**config.mk**
```make
export PLATFORM = sky130hd
export DESIGN_NAME = v2c_fifo
export DESIGN_NICKNAME = d
export VERILOG_FILES = /design/src/sv/v2c_pkg.sv /design/src/sv/v2c_fifo.sv
export SDC_FILE = /design/constraint.sdc
export NUM_CORES = 1
export LEC_CHECK = 0
export ABC_AREA = 1
export BUFFER_PORTS_ARGS = -buffer_cell sky130_fd_sc_hd__buf_2
export CAP_MARGIN = 20
export CELL_PAD_IN_SITES_DETAIL_PLACEMENT = 1
export CELL_PAD_IN_SITES_GLOBAL_PLACEMENT = 2
export CORE_MARGIN = 5
export CORE_UTILIZATION = 41
export DETAILED_ROUTE_END_ITERATION = 8
export PLACE_DENSITY_LB_ADDON = 0.2
export SLEW_MARGIN = 10
export SYNTH_ARGS = -nofsm -noshare
export SYNTH_HDL_FRONTEND = slang
export SYNTH_SLANG_ARGS = --single-unit
```
**constraint.sdc**
```tcl
create_clock -name aclk -period 6.3 [get_ports aclk]
set_input_delay 0.63 -clock aclk [delete_from_list [all_inputs] [get_ports aclk]]
set_output_delay 0.63 -clock aclk [all_outputs]
set_load 0.05 [all_outputs]
```
**src/sv/v2c_pkg.sv**
```systemverilog
package v2c_pkg;

    localparam int MAX_WIDTH  = 1024;
    localparam int MAX_KERNEL = 8;
    localparam int PIXEL_BITS = 16;

    // coefficient store is addressed row*8+col regardless of MAX_KERNEL
    localparam int KSTRIDE    = 8;
    localparam int KMAX       = (MAX_KERNEL < KSTRIDE) ? MAX_KERNEL : KSTRIDE;
    localparam int MAX_HEIGHT = 1024;

    localparam int COEFF_BITS  = 16;
    localparam int CIDX_BITS   = 6;
    localparam int COEFF_DEPTH = 64;
    localparam int SUM_BITS    = 38;
    localparam int POS_BITS    = 10;
    localparam int DIM_BITS    = 11;
    localparam int KDIM_BITS   = 4;
    localparam int KIDX_BITS   = 3;
    localparam int PROD_BITS   = PIXEL_BITS + COEFF_BITS;

    localparam int LROW_BITS   = $clog2(MAX_KERNEL);
    localparam int LCOL_BITS   = $clog2(MAX_WIDTH);
    localparam int LINE_DEPTH  = MAX_KERNEL * MAX_WIDTH;
    localparam int LADDR_BITS  = LROW_BITS + LCOL_BITS;

    localparam int FIFO_DEPTH  = 2;

    typedef enum logic [1:0] {
        REG_WIDTH  = 2'd0,
        REG_HEIGHT = 2'd1,
        REG_KROWS  = 2'd2,
        REG_KCOLS  = 2'd3
    } reg_idx_t;

    typedef enum logic {
        REQ_COEFF = 1'b0,
        REQ_PIXEL = 1'b1
    } req_t;

    typedef enum logic [1:0] {
        ST_IDLE,
        ST_RUN,
        ST_DRAIN
    } back_state_t;

    // effective (clamped) geometry
    typedef struct packed {
        logic [DIM_BITS-1:0]  width;
        logic [DIM_BITS-1:0]  height;
        logic [KDIM_BITS-1:0] krows;
        logic [KDIM_BITS-1:0] kcols;
    } geom_t;

    // one classified item, front to back
    typedef struct packed {
        req_t                         kind;
        logic [CIDX_BITS-1:0]         cidx;
        logic signed [COEFF_BITS-1:0] cval;
        logic signed [PIXEL_BITS-1:0] pix;
        logic [LADDR_BITS-1:0]        waddr;
        logic                         produce;
        logic [POS_BITS-1:0]          orow;
        logic [POS_BITS-1:0]          ocol;
        logic                         last;
    } cmd_t;

    function automatic logic [DIM_BITS-1:0] clamp_dim(logic [DIM_BITS-1:0] v,
                                                      logic [DIM_BITS-1:0] hi);
        logic [DIM_BITS-1:0] r;
        if (v == '0) r = DIM_BITS'(1);
        else if (v > hi) r = hi;
        else r = v;
        return r;
    endfunction

    function automatic logic [KDIM_BITS-1:0] clamp_k(logic [KDIM_BITS-1:0] v);
        logic [KDIM_BITS-1:0] r;
        if (v == '0) r = KDIM_BITS'(1);
        else if (v > KDIM_BITS'(KMAX)) r = KDIM_BITS'(KMAX);
        else r = v;
        return r;
    endfunction

endpackage

```
**src/sv/v2c_fifo.sv**
```systemverilog
module v2c_fifo (
    input  logic          aclk,
    input  logic          aresetn,
    input  logic          push,
    input  v2c_pkg::cmd_t push_data,
    output logic          full,
    input  logic          pop,
    output logic          nonempty,
    output v2c_pkg::cmd_t pop_data
);
    import v2c_pkg::*;

    localparam int PB = $clog2(FIFO_DEPTH);

    cmd_t          slot_reg [FIFO_DEPTH];
    logic [PB-1:0] wp_reg, wp_next;
    logic [PB-1:0] rp_reg, rp_next;
    logic [PB:0]   cnt_reg, cnt_next;

    always_comb begin
        full     = cnt_reg == (PB+1)'(FIFO_DEPTH);
        nonempty = cnt_reg != '0;
        pop_data = slot_reg[rp_reg];
        wp_next  = push ? ((wp_reg == PB'(FIFO_DEPTH-1)) ? '0 : wp_reg + PB'(1)) : wp_reg;
        rp_next  = pop ? ((rp_reg == PB'(FIFO_DEPTH-1)) ? '0 : rp_reg + PB'(1)) : rp_reg;
        cnt_next = cnt_reg + (PB+1)'(push) - (PB+1)'(pop);
    end

    always_ff @(posedge aclk) begin
        if (push) begin
            slot_reg[wp_reg] <= push_data;
        end
        if (!aresetn) begin
            wp_reg  <= '0;
            rp_reg  <= '0;
            cnt_reg <= '0;
        end else begin
            wp_reg  <= wp_next;
            rp_reg  <= rp_next;
            cnt_reg <= cnt_next;
        end
    end

endmodule

```
Word level (Yosys, flattened, before mapping)
Memories as Yosys holds them, arrays and structs flattened. A register that Yosys moved wholly into a read port is not among the register bits.
Index checks and enable logic that the tools add are counted.

cells by class
  $add $sub $neg = 4
  muxes and demuxes = 6
  equality and inequality tests = 1
  reductions and logical operators = 1

operators by type and width
  kind                                         number
  1-bit 2-to-1 mux                             6
  1-bit adder, second input constant           2
  2-bit by 1-bit adder with 2-bit output       1
  2-bit equality test, second input constant   1
  2-bit nonzero test                           1
  2-bit by 1-bit subtractor with 2-bit output  1

word-level totals
  memories kept = 1
  bits in registers = 4
  bits in writable memories = 148
  bits of input ports = 78

memories
  memory    depth  bits a word  rd ports  clocked after memory_dff  wr ports  line            source
  slot_reg  2      74           1         1                         1         v2c_fifo.sv:15  cmd_t slot_reg [FIFO_DEPTH];

Depth between registers and ports, before layout
  depth after elaboration = 4
  mapped depth = 9
  gate-level depth less buffers = 9

Least setup slack after synthesis
OpenSTA, ideal clock, no wires.

  path type = input-to-reg
  from = in push
  to = mem slot_reg[0][0] (netlist name) (enable)
  path slack = 2.020 ns
  setup time = 0.509 ns
  data arrival time = 3.771 ns
  data required time = 5.791 ns
  stages = 2
  cells stage by stage = inv_1 > nor2_1

between the ends
  word-level cells in the longest chain between the ends = 2

RTL lines
  item                                    line            source
  start, declared                         v2c_fifo.sv:4   input logic push,
  1-bit 2-to-1 mux                        v2c_fifo.sv:30  if (push) begin
  1-bit 2-to-1 mux (not written as such)  v2c_fifo.sv:31  slot_reg[wp_reg] <= push_data;
  end, declared                           v2c_fifo.sv:15

No other way between the ends.

==> metrics.md <==
| Metric | Value |
|---|---|
| Vias in the first global route | 3,202 |
| Vias per cell | 4.69 |
| R2R depth | 2 |
| Core area | 13,900 µm² |
| Clock Power Share | about 42% |
| Worst EP required | 5.67 ns |
| Reported max-cap violation count | 0 |
| Layout Utilization | roughly 53% |
| HPWL Detailed | 7.58 mm |
| Remaining DRCs | 0 |
| Synthesized Nets | 343 |
| Rows | 43 |
| Sw Share | 24.1% |
| Die height | 129 µm |
| Reg2reg start | wp_reg |
| Distinct cells, synth | 12 |
| Synth Instances | 263 |
| Reg2reg end | slot_reg[0][46] |
| TNS Setup | 0 ns |
| TritonCTS clock tree | yes |
| Crit start category | register |
| All-Layer GR Usage | 14.0% |
| Initial core utilization | 41.9% |
| CTS Sinks | 153 |
| Final Cycle Share | approximately 50% |
| DR vias | 2,920 |
| Skew-Pair Late Insertion Delay | 0.41 ns |
| Final setup viols | 0 |
| Antenna-violating nets left | 0 |
| WHS Endpoint | slot_reg[1][12] |
| Sequential share of power | 44.9% |
| Layout area overhead | 27.5% |
| Clk buf depth | 2 |
| Relative slew slack | 31.6% |
| Total congestion overflow | 0 |
| Minimum clock period after layout | ~3.1 ns |
| Hold Crit Class | in2reg |
| H-tree depth | 4 |
| Slew Limit Fails | 0 |
| Synthesized area | 5810 µm² |
| Pwr/cell area | 361 nW/µm² |
| Nets | 510 |
| Static Leakage | between 2 and 3 nW |
| Worst-Margin Slew | 1.02 ns |
| DIE WIDTH | 129 µm |
| First-pass GRT wire length | 17.1 mm |
| Reg clk slew, reported paths | about 0.060 ns |
| ANT cells | 0 |
| Endpoints failing hold | 0 |
| CTS buffer count | 17 |
| Number of DRC markers in iteration 0 | 122 |
| Comb power frac | 13.6% |
| Drt wl/cell | 18.0 µm |
| Highest clock rate | about 0.32 GHz |
| Post-Route WL | 11.2 mm |
| Worst hold stages | 1 |
| Routability cong. | ~0.66 |
| Max rail drop VDD | 0.162 mV |
| Critical path capture point type | primary output |
| Post-CTS sizing | 0 |
| Post-CTS setup buffers | 0 |
| Clock root buffer | clkbuf_16 |
| CP max FO | 38 |
| Clock Skew | 0.00372 ns |
| Area share of the leading cell type in the synthesized netlist | 76.5% |
| Initial antenna violation count | 1 |
| Die Outline Area | 16,700 µm² |
| Hold Path Origin | push_data[12] |
| Detailed Routing Iterations Pass 1 | 4 |
| Port Buf Inserts | 153 |
| Sequential area share after synthesis | between 70 and 80% |
| RSZ-0062 raised after global routing | false |
| Worst EP arrival | 2.51 ns |
| Area leader, netlist | edfxtp_1 |
| Ports | between 150 and 200 |
| Largest net degree at the start of global routing | 45 |
| Fraction of layout cells with a size suffix above 1 | slightly below 60% |
| Int Pwr | 2.03 mW |
| CTS hold repair buffers | 0 |
| Number of synthesized register bits | 153 |
| R2r setup slk | 4.15 ns |
| Ys Warns | 0 |
| Worst setup path class | reg2out |
| Status | finished, final reports clean |
| Synth top area cells | edfxtp_1 76%, mux2_4 16%, mux2_2 2.7% |
| Avg Cell Area, Syn | 22.1 µm² |
| Sw power | 0.645 mW |
| Max reg flops | ~150 |
==> kinds of logic (layout without fill, tap and decap cells) <==
kind of cell,Yosys count,in the layout,synth area share (%)
fa+ha+maj,2,2,0.431
compound gates,1,1,0.0860
flops,153,153,78.2
mux,74,74,18.2
buf+inv,15,195,1.89
simple gates,18,18,1.18
==> power by group through the flow <==
stage               combinational, mW  clock, mW  sequential [mW]
global route                    0.383       1.20             1.21
detailed placement              0.368          0             1.22
floorplan                       0.290          0             1.21
CTS                             0.370       1.14             1.20
finish                          0.363       1.11             1.20
global placement                0.363          0             1.22
==> cell usage in the layout, fill, tap and decap left out, types with 2 or more instances in the layout <==
| cell | netlist | layout |
|---|---|---|
| buf_2 | 1 | 153 |
| buf_4 | 0 | 3 |
| bufinv_16 | 0 | 6 |
| clkbuf_16 | 0 | 17 |
| clkinv_1 | 0 | 2 |
| clkinv_2 | 0 | 3 |
| clkinvlp_4 | 0 | 4 |
| dfxtp_1 | 5 | 4 |
| edfxtp_1 | 148 | 148 |
| ha_1 | 2 | 2 |
| inv_1 | 7 | 6 |
| mux2_2 | 14 | 14 |
| mux2_4 | 60 | 60 |
| nand2_1 | 9 | 9 |
| nor2_1 | 8 | 7 |
==> metrics by stage <==
stage	hold slack, ns	setup WS, ns	power (mW)	cell area [µm²]	instances
CTS	0.376	3.06	2.72	7410	623
floorplan	0.463	2.02	1.50	5810	263
detailed placement	0.511	3.52	1.59	6750	591
finish	0.405	3.16	2.68	7410	623
global route	0.375	3.00	2.79	7410	623
global placement	0.479	3.55	1.58	6750	591
==> critical path, cell delays in order, from the launching register on <==
cell and delay, ns:
dfxtp_4 0.80, buf_4 0.66, mux2_2 0.41, buf_2 0.21
==> per-layer routing <==
metal	up-vias	share of wire, %	track usage (%)
li1	1357	-	-
met1	1446	38	15.8
met2	99	54	24.2
met3	16	6.4	4.58
met4	2	1.5	6.11
met5	-	0.062	0
==> area by class of cell <==
| class | count | area (µm²) |
|---|---|---|
| clock buffer | 18 | 429 |
| clock inverter | 14 | 228 |
| fill | 1325 | 6470 |
| inverter | 7 | 27.5 |
| multi-input combinational | 95 | 1160 |
| sequential | 153 | 4550 |
| tap | 180 | 225 |
| timing repair buffer | 156 | 788 |
==> synth_stat cells <==
cell type,n
mux2_4,60
edfxtp_1,148
buf_6,7
inv_1,7
nand3_1,1
nand2_1,9
a21oi_1,1
mux2_2,14
buf_2,1
nor2_1,8
ha_1,2
dfxtp_1,5
==> how the worst max path moves through the flow <==
stage          startpoint              to  depth (start not counted)
3_3_place_gp     register    pop_data[70]                          3
2_1_floorplan        push  slot_reg[0][0]                          2
5_1_grt          register    pop_data[70]                          3
4_1_cts          register    pop_data[70]                          3
6_report         register    pop_data[70]                          3
3_5_place_dp     register    pop_data[70]                          3
(Power assumes the default switching activity.)
