==> config.mk <==
export PLATFORM = sky130hd
export DESIGN_NAME = v2c_front
export DESIGN_NICKNAME = d
export VERILOG_FILES = /design/src/sv/v2c_pkg.sv /design/src/sv/v2c_front.sv
export SDC_FILE = /design/constraint.sdc
export NUM_CORES = 1
export LEC_CHECK = 0
export BUFFER_PORTS_ARGS = -buffer_cell sky130_fd_sc_hd__clkbuf_2
export CAP_MARGIN = 10
export CORE_MARGIN = 1.5
export CORE_UTILIZATION = 45
export DETAILED_ROUTE_END_ITERATION = 6
export GPL_TIMING_DRIVEN = 1
export PLACE_DENSITY = 0.76
export SYNTH_ARGS = -nofsm -noshare
export SYNTH_HDL_FRONTEND = slang
export SYNTH_SLANG_ARGS = --single-unit
export TNS_END_PERCENT = 20
==> constraint.sdc <==
create_clock -name aclk -period 7.51 [get_ports aclk]
set_input_delay 0.3755 -clock aclk [delete_from_list [all_inputs] [get_ports aclk]]
set_output_delay 0.3755 -clock aclk [all_outputs]
set_load 0.005 [all_outputs]
==> src/sv/v2c_pkg.sv <==
package v2c_pkg;

    localparam int MAX_WIDTH  = 1024;
    localparam int MAX_KERNEL = 8;
    localparam int PIXEL_BITS = 16;

    // coefficient store is addressed row*8+col regardless of MAX_KERNEL
    localparam int KSTRIDE    = 8;
    localparam int KMAX       = (MAX_KERNEL < KSTRIDE) ? MAX_KERNEL : KSTRIDE;
    localparam int MAX_HEIGHT = 1024;

    localparam int COEFF_BITS  = 16;
    localparam int CIDX_BITS   = 6;
    localparam int COEFF_DEPTH = 64;
    localparam int SUM_BITS    = 38;
    localparam int POS_BITS    = 10;
    localparam int DIM_BITS    = 11;
    localparam int KDIM_BITS   = 4;
    localparam int KIDX_BITS   = 3;
    localparam int PROD_BITS   = PIXEL_BITS + COEFF_BITS;

    localparam int LROW_BITS   = $clog2(MAX_KERNEL);
    localparam int LCOL_BITS   = $clog2(MAX_WIDTH);
    localparam int LINE_DEPTH  = MAX_KERNEL * MAX_WIDTH;
    localparam int LADDR_BITS  = LROW_BITS + LCOL_BITS;

    localparam int FIFO_DEPTH  = 2;

    typedef enum logic [1:0] {
        REG_WIDTH  = 2'd0,
        REG_HEIGHT = 2'd1,
        REG_KROWS  = 2'd2,
        REG_KCOLS  = 2'd3
    } reg_idx_t;

    typedef enum logic {
        REQ_COEFF = 1'b0,
        REQ_PIXEL = 1'b1
    } req_t;

    typedef enum logic [1:0] {
        ST_IDLE,
        ST_RUN,
        ST_DRAIN
    } back_state_t;

    // effective (clamped) geometry
    typedef struct packed {
        logic [DIM_BITS-1:0]  width;
        logic [DIM_BITS-1:0]  height;
        logic [KDIM_BITS-1:0] krows;
        logic [KDIM_BITS-1:0] kcols;
    } geom_t;

    // one classified item, front to back
    typedef struct packed {
        req_t                         kind;
        logic [CIDX_BITS-1:0]         cidx;
        logic signed [COEFF_BITS-1:0] cval;
        logic signed [PIXEL_BITS-1:0] pix;
        logic [LADDR_BITS-1:0]        waddr;
        logic                         produce;
        logic [POS_BITS-1:0]          orow;
        logic [POS_BITS-1:0]          ocol;
        logic                         last;
    } cmd_t;

    function automatic logic [DIM_BITS-1:0] clamp_dim(logic [DIM_BITS-1:0] v,
                                                      logic [DIM_BITS-1:0] hi);
        logic [DIM_BITS-1:0] r;
        if (v == '0) r = DIM_BITS'(1);
        else if (v > hi) r = hi;
        else r = v;
        return r;
    endfunction

    function automatic logic [KDIM_BITS-1:0] clamp_k(logic [KDIM_BITS-1:0] v);
        logic [KDIM_BITS-1:0] r;
        if (v == '0) r = KDIM_BITS'(1);
        else if (v > KDIM_BITS'(KMAX)) r = KDIM_BITS'(KMAX);
        else r = v;
        return r;
    endfunction

endpackage

==> src/sv/v2c_front.sv <==
module v2c_front (
    input  logic                               aclk,
    input  logic                               aresetn,
    input  v2c_pkg::geom_t                     geom,
    input  logic                               in_fire,
    input  logic                               in_kind,
    input  logic [v2c_pkg::CIDX_BITS-1:0]      in_cidx,
    input  logic signed [v2c_pkg::COEFF_BITS-1:0] in_cval,
    input  logic signed [v2c_pkg::PIXEL_BITS-1:0] in_pix,
    output v2c_pkg::cmd_t                      cmd
);
    import v2c_pkg::*;

    logic [POS_BITS-1:0] row_reg, row_next;
    logic [POS_BITS-1:0] col_reg, col_next;
    logic [DIM_BITS-1:0] r1, c1, rn, cn;
    logic                rows_ok, cols_ok;
    logic [POS_BITS-1:0] orow, ocol;

    always_comb begin
        r1      = DIM_BITS'(row_reg) + DIM_BITS'(1);
        c1      = DIM_BITS'(col_reg) + DIM_BITS'(1);
        rows_ok = r1 >= DIM_BITS'(geom.krows);
        cols_ok = c1 >= DIM_BITS'(geom.kcols);
        orow    = POS_BITS'(r1 - DIM_BITS'(geom.krows));
        ocol    = POS_BITS'(c1 - DIM_BITS'(geom.kcols));

        cmd.kind    = req_t'(in_kind);
        cmd.cidx    = in_cidx;
        cmd.cval    = in_cval;
        cmd.pix     = in_pix;
        cmd.waddr   = {LROW_BITS'(row_reg), LCOL_BITS'(col_reg)};
        cmd.produce = rows_ok && cols_ok;
        cmd.orow    = orow;
        cmd.ocol    = ocol;
        cmd.last    = (geom.height >= DIM_BITS'(geom.krows))
                   && (geom.width >= DIM_BITS'(geom.kcols))
                   && (DIM_BITS'(orow) == geom.height - DIM_BITS'(geom.krows))
                   && (DIM_BITS'(ocol) == geom.width - DIM_BITS'(geom.kcols));

        // advance raster position; wrap on reaching or passing the limits
        rn = DIM_BITS'(row_reg);
        cn = c1;
        if (c1 >= geom.width) begin
            cn = '0;
            rn = r1;
            if (r1 >= geom.height) begin
                rn = '0;
            end
        end
        row_next = row_reg;
        col_next = col_reg;
        if (in_fire && in_kind == REQ_PIXEL) begin
            row_next = POS_BITS'(rn);
            col_next = POS_BITS'(cn);
        end
    end

    always_ff @(posedge aclk) begin
        if (!aresetn) begin
            row_reg <= '0;
            col_reg <= '0;
        end else begin
            row_reg <= row_next;
            col_reg <= col_next;
        end
    end

endmodule

After elaboration in Yosys (flattened, before gate mapping) --
Cells that the tools add are included.
Word-level totals: register bits after elaboration 20, output and inout port bits 74, bits in latches 0, memory bits (writable) 0, memories kept 0, ROM bits 0
Operators by class: shift-type cells 0, mux-type cells 2, bitwise logic cells 0, add/sub/neg operators 6, $mul 0, equal/unequal tests 2, reductions and logical operators 6, magnitude comparators 6, divide/modulo/power cells 0
Operator list (number):
- $ge 11x4->1 | 4
- $add 10x1->11 const B | 2
- $eq 10x11->1 | 2
- $ge 11x11->1 | 2
- $sub 11x4->11 | 2
- $mux 10 | 2
- $sub 10x4->10 | 2
- $logic_and 1x1->1 | 5
- $reduce_and 2->1 | 1

Longest topological paths before layout --
word-level depth 5, gate-level depth with buffers 14, gate-level depth less buffers 12

Least setup slack after synthesis --
Ideal clock, no wire load.
path type register -> output, from reg row_reg[0], to out cmd[0] (netlist name), data required time 7.135 ns, setup slack 4.243 ns, arrival 2.891 ns, cell stages (with the launch flop) 13, buffers on the path 1, path through dfxtp_1 -> ha_1 -> buf_2 -> xor2_1 -> ha_1 -> nor2b_1 -> o21ai_0 -> or3b_2 -> o21bai_1 -> xnor2_1 -> xnor2_1 -> nand4_1 -> nor4_2
RTL lines:
- start: declaration | line v2c_front.sv:14 | logic [POS_BITS-1:0] row_reg, row_next;
- start signal: assignment | line v2c_front.sv:64 | row_reg <= row_next;
- end: declaration | line v2c_front.sv:10 | output v2c_pkg::cmd_t cmd

==> impl_metrics.toml <==
[run_status]
status = "finished clean"

[yosys]
yosysTopAreaCell = "ha_1"
yosysSeqAreaShare_pct = 11.3
syn_inst = 459
ys_top_cells_by_area = "ha_1 14%, xnor2_1 11%, dfxtp_1 11%"
synth.most_common_cell = "xnor2_1"
synth_top_flop_cell = "dfxtp_1"
netlist_area_um2 = 3540
synth_edf_count = 0
syn_nets = 575
ys_seq_elements = 20
synth_cell_types = 60
yosysWarnings = 0
async_flop_share_pct = 0
syn_avg_cell_area_um2 = 7.72
synth_top_cells_by_count = "46 x xnor2_1, 42 x buf_4, 41 x inv_1, 40 x ha_1, 29 x nand2_1"
netlist.area_leader.share_pct = 14.1

[critical_path]
critPathKind = "flip-flop to output port"
rr_worst_depth = 10
cp-end-kind = "output port"
r2r_start = "row_reg[0]"
r2r_slack_ns = 3.70
cp_max_fo = 8
r2r-end = "row_reg[5]"
cp-start-kind = "flip-flop"
cp.required_ns = 7.13
critPathArrivalTime_ns = 3.59

[timing]
worst_pin_slew_ns = 1.12
rsz0062_at_grt = "no"
min_period_ns = 3.97
tns_ns = 0
drv_slew = 0
relSlewSlack_pct = 24.3
period_share_pct = 52.9
setup_violations = 0
timing.fmax_mhz = 252
finalHoldViolCount = 0
fin_skew_ns = 0.00651

[global_routing]
use_met1_pct = 25.8
met2_usage_pct = 36.0
grt_overflow = 0
grt_antenna_before_repair = 0
grt_usage_pct = 20.2
use_met3_pct = 3.32
grt_pass1_wl_mm = 14.0
busiest_layer = "met2"
grt_max_degree = 21
grt_pass1_vias = 3043

[final_layout]
post-route-util_pct = 47.3
drive_gt1_share_pct = 18.6
syn_to_final_growth_pct = 2.58
nets = 592
diodes = 0

[floorplan]
die_y_um = 91.7
die_area_um2 = 8410
rows = 32
ios = 146
initial_utilization_pct = 46.1
fp.dieW_um = 91.7
core-area_um2 = 7690

[power_and_ir_drop]
p_leak_nw = 1.74
total_power_mw = 0.347
ir_worst_vdd_uv = 64.9
powerDensity_nw_per_um2 = 95.6

[drt]
vias = 3225
postRouteAntennaNets = 0
first_pass_iters = 5
wl_per_cell_um = 14.8
routed_via_density = 5.60
drcViolationCount = 0
drt_iter0_markers = 169
wl_mm = 8.50

[cts]
numCtsBuffers = 3
hold_buffers = 0
htreeDepth = 1
postCtsSetupRepairBufs = 0
cts_resized = 0
clkTransAtPathRegs_ns = 0.08
cts_sinks = 20
cts_max_path_buffers = 2
cts_tree = "yes"
clkLatencyLatePin_ns = 0.26
cts_root_buffer = "clkbuf_8"

[placed_design]
dp_hpwl_mm = 7.22
port_buffers = 69
gp_congestion = 0.910

[worst_hold_path]
worstHoldPathCells = 3
hp-class = "input port to flip-flop"
hold_start = "aresetn"
holdPathEnd = "col_reg[3]"

[run]
drv_cap = 0
-- area by class of cell --
| cell class | instances | area (µm²) |
|---|---|---|
| Inverter | 41 | 154 |
| Fill cell | 807 | 4050 |
| Timing Repair Buffer | 69 | 345 |
| Sequential cell | 20 | 400 |
| Multi-Input combinational cell | 341 | 2560 |
| Tap cell | 102 | 128 |
| Clock buffer | 3 | 41.3 |
-- metal layers --
metal,vias to the layer above,share of wire (%)
li1,1585,-
met1,1483,42
met2,141,48
met3,16,8.4
met4,0,1.3
met5,-,0
-- metrics by stage --
stage	cell area (µm²)	setup slack (ns)	hold WS [ns]	instances
6_report	3630	3.54	0.473	576
5_1_grt	3630	3.25	0.477	576
4_1_cts	3630	3.54	0.461	576
3_5_place_dp	3590	3.81	0.473	573
3_3_place_gp	3590	3.91	0.460	573
2_1_floorplan	3540	4.24	0.452	459
-- power breakdown --
part / switching (mW) / total (mW) / internal (mW)
Sequential: 0.00399 / 0.112 / 0.108
Clock: 0.0351 / 0.0709 / 0.0357
Combinational: 0.0911 / 0.164 / 0.0734
-- worst max-delay path, cell delays in order (launching register included) --
cell and delay, ns:
dfxtp_1 0.46, ha_1 0.36, xor2_1 0.23, ha_1 0.31, nor2b_1 0.15, o21ai_0 0.19, or3b_2 0.48, nor2_1 0.13
xor2_1 0.23, xnor2_1 0.17, nand4_1 0.13, nor4_2 0.31, clkbuf_2 0.16
-- worst max path at each step --
| stage | startpoint | endpoint | slack, ns | cells past startpoint |
|---|---|---|---|---|
| CTS | row_reg[0] | cmd[0] | 3.54 | 12 |
| global placement | row_reg[0] | cmd[0] | 3.91 | 12 |
| finish | row_reg[0] | cmd[0] | 3.54 | 12 |
| detailed placement | row_reg[0] | row_reg[5] | 3.81 | 10 |
| floorplan | row_reg[0] | cmd[0] | 4.24 | 12 |
| global route | row_reg[0] | cmd[0] | 3.25 | 12 |
-- placed cells by master (no fill, tap or decap), types with 4 or more instances in the layout --
master / count
clkbuf_2: 69
xnor2_1: 46
inv_1: 41
ha_1: 40
nand2_1: 29
nand3_1: 27
a21oi_1: 25
nor2_1: 24
dfxtp_1: 20
xor2_1: 16
nand4_1: 15
o21ai_0: 13
nor3_1: 8
a21o_1: 8
nand2b_1: 7
and2_1: 6
nor2b_1: 6
and3_1: 6
nor4_1: 6
nand3b_1: 4
a31oi_1: 4
fa_1: 4
-- kinds of logic after synthesis --
family,count (synthesis),synth area share [%]
buffers and inverters,98,16.3
AOI/OAI and AO/OA,77,14.6
and+or+nand+nor,153,23.5
xor gates and xnor gates,67,17.9
adders and majority gates,44,16.4
DFF,20,11.3
Power figures use the tool's default switching activity.
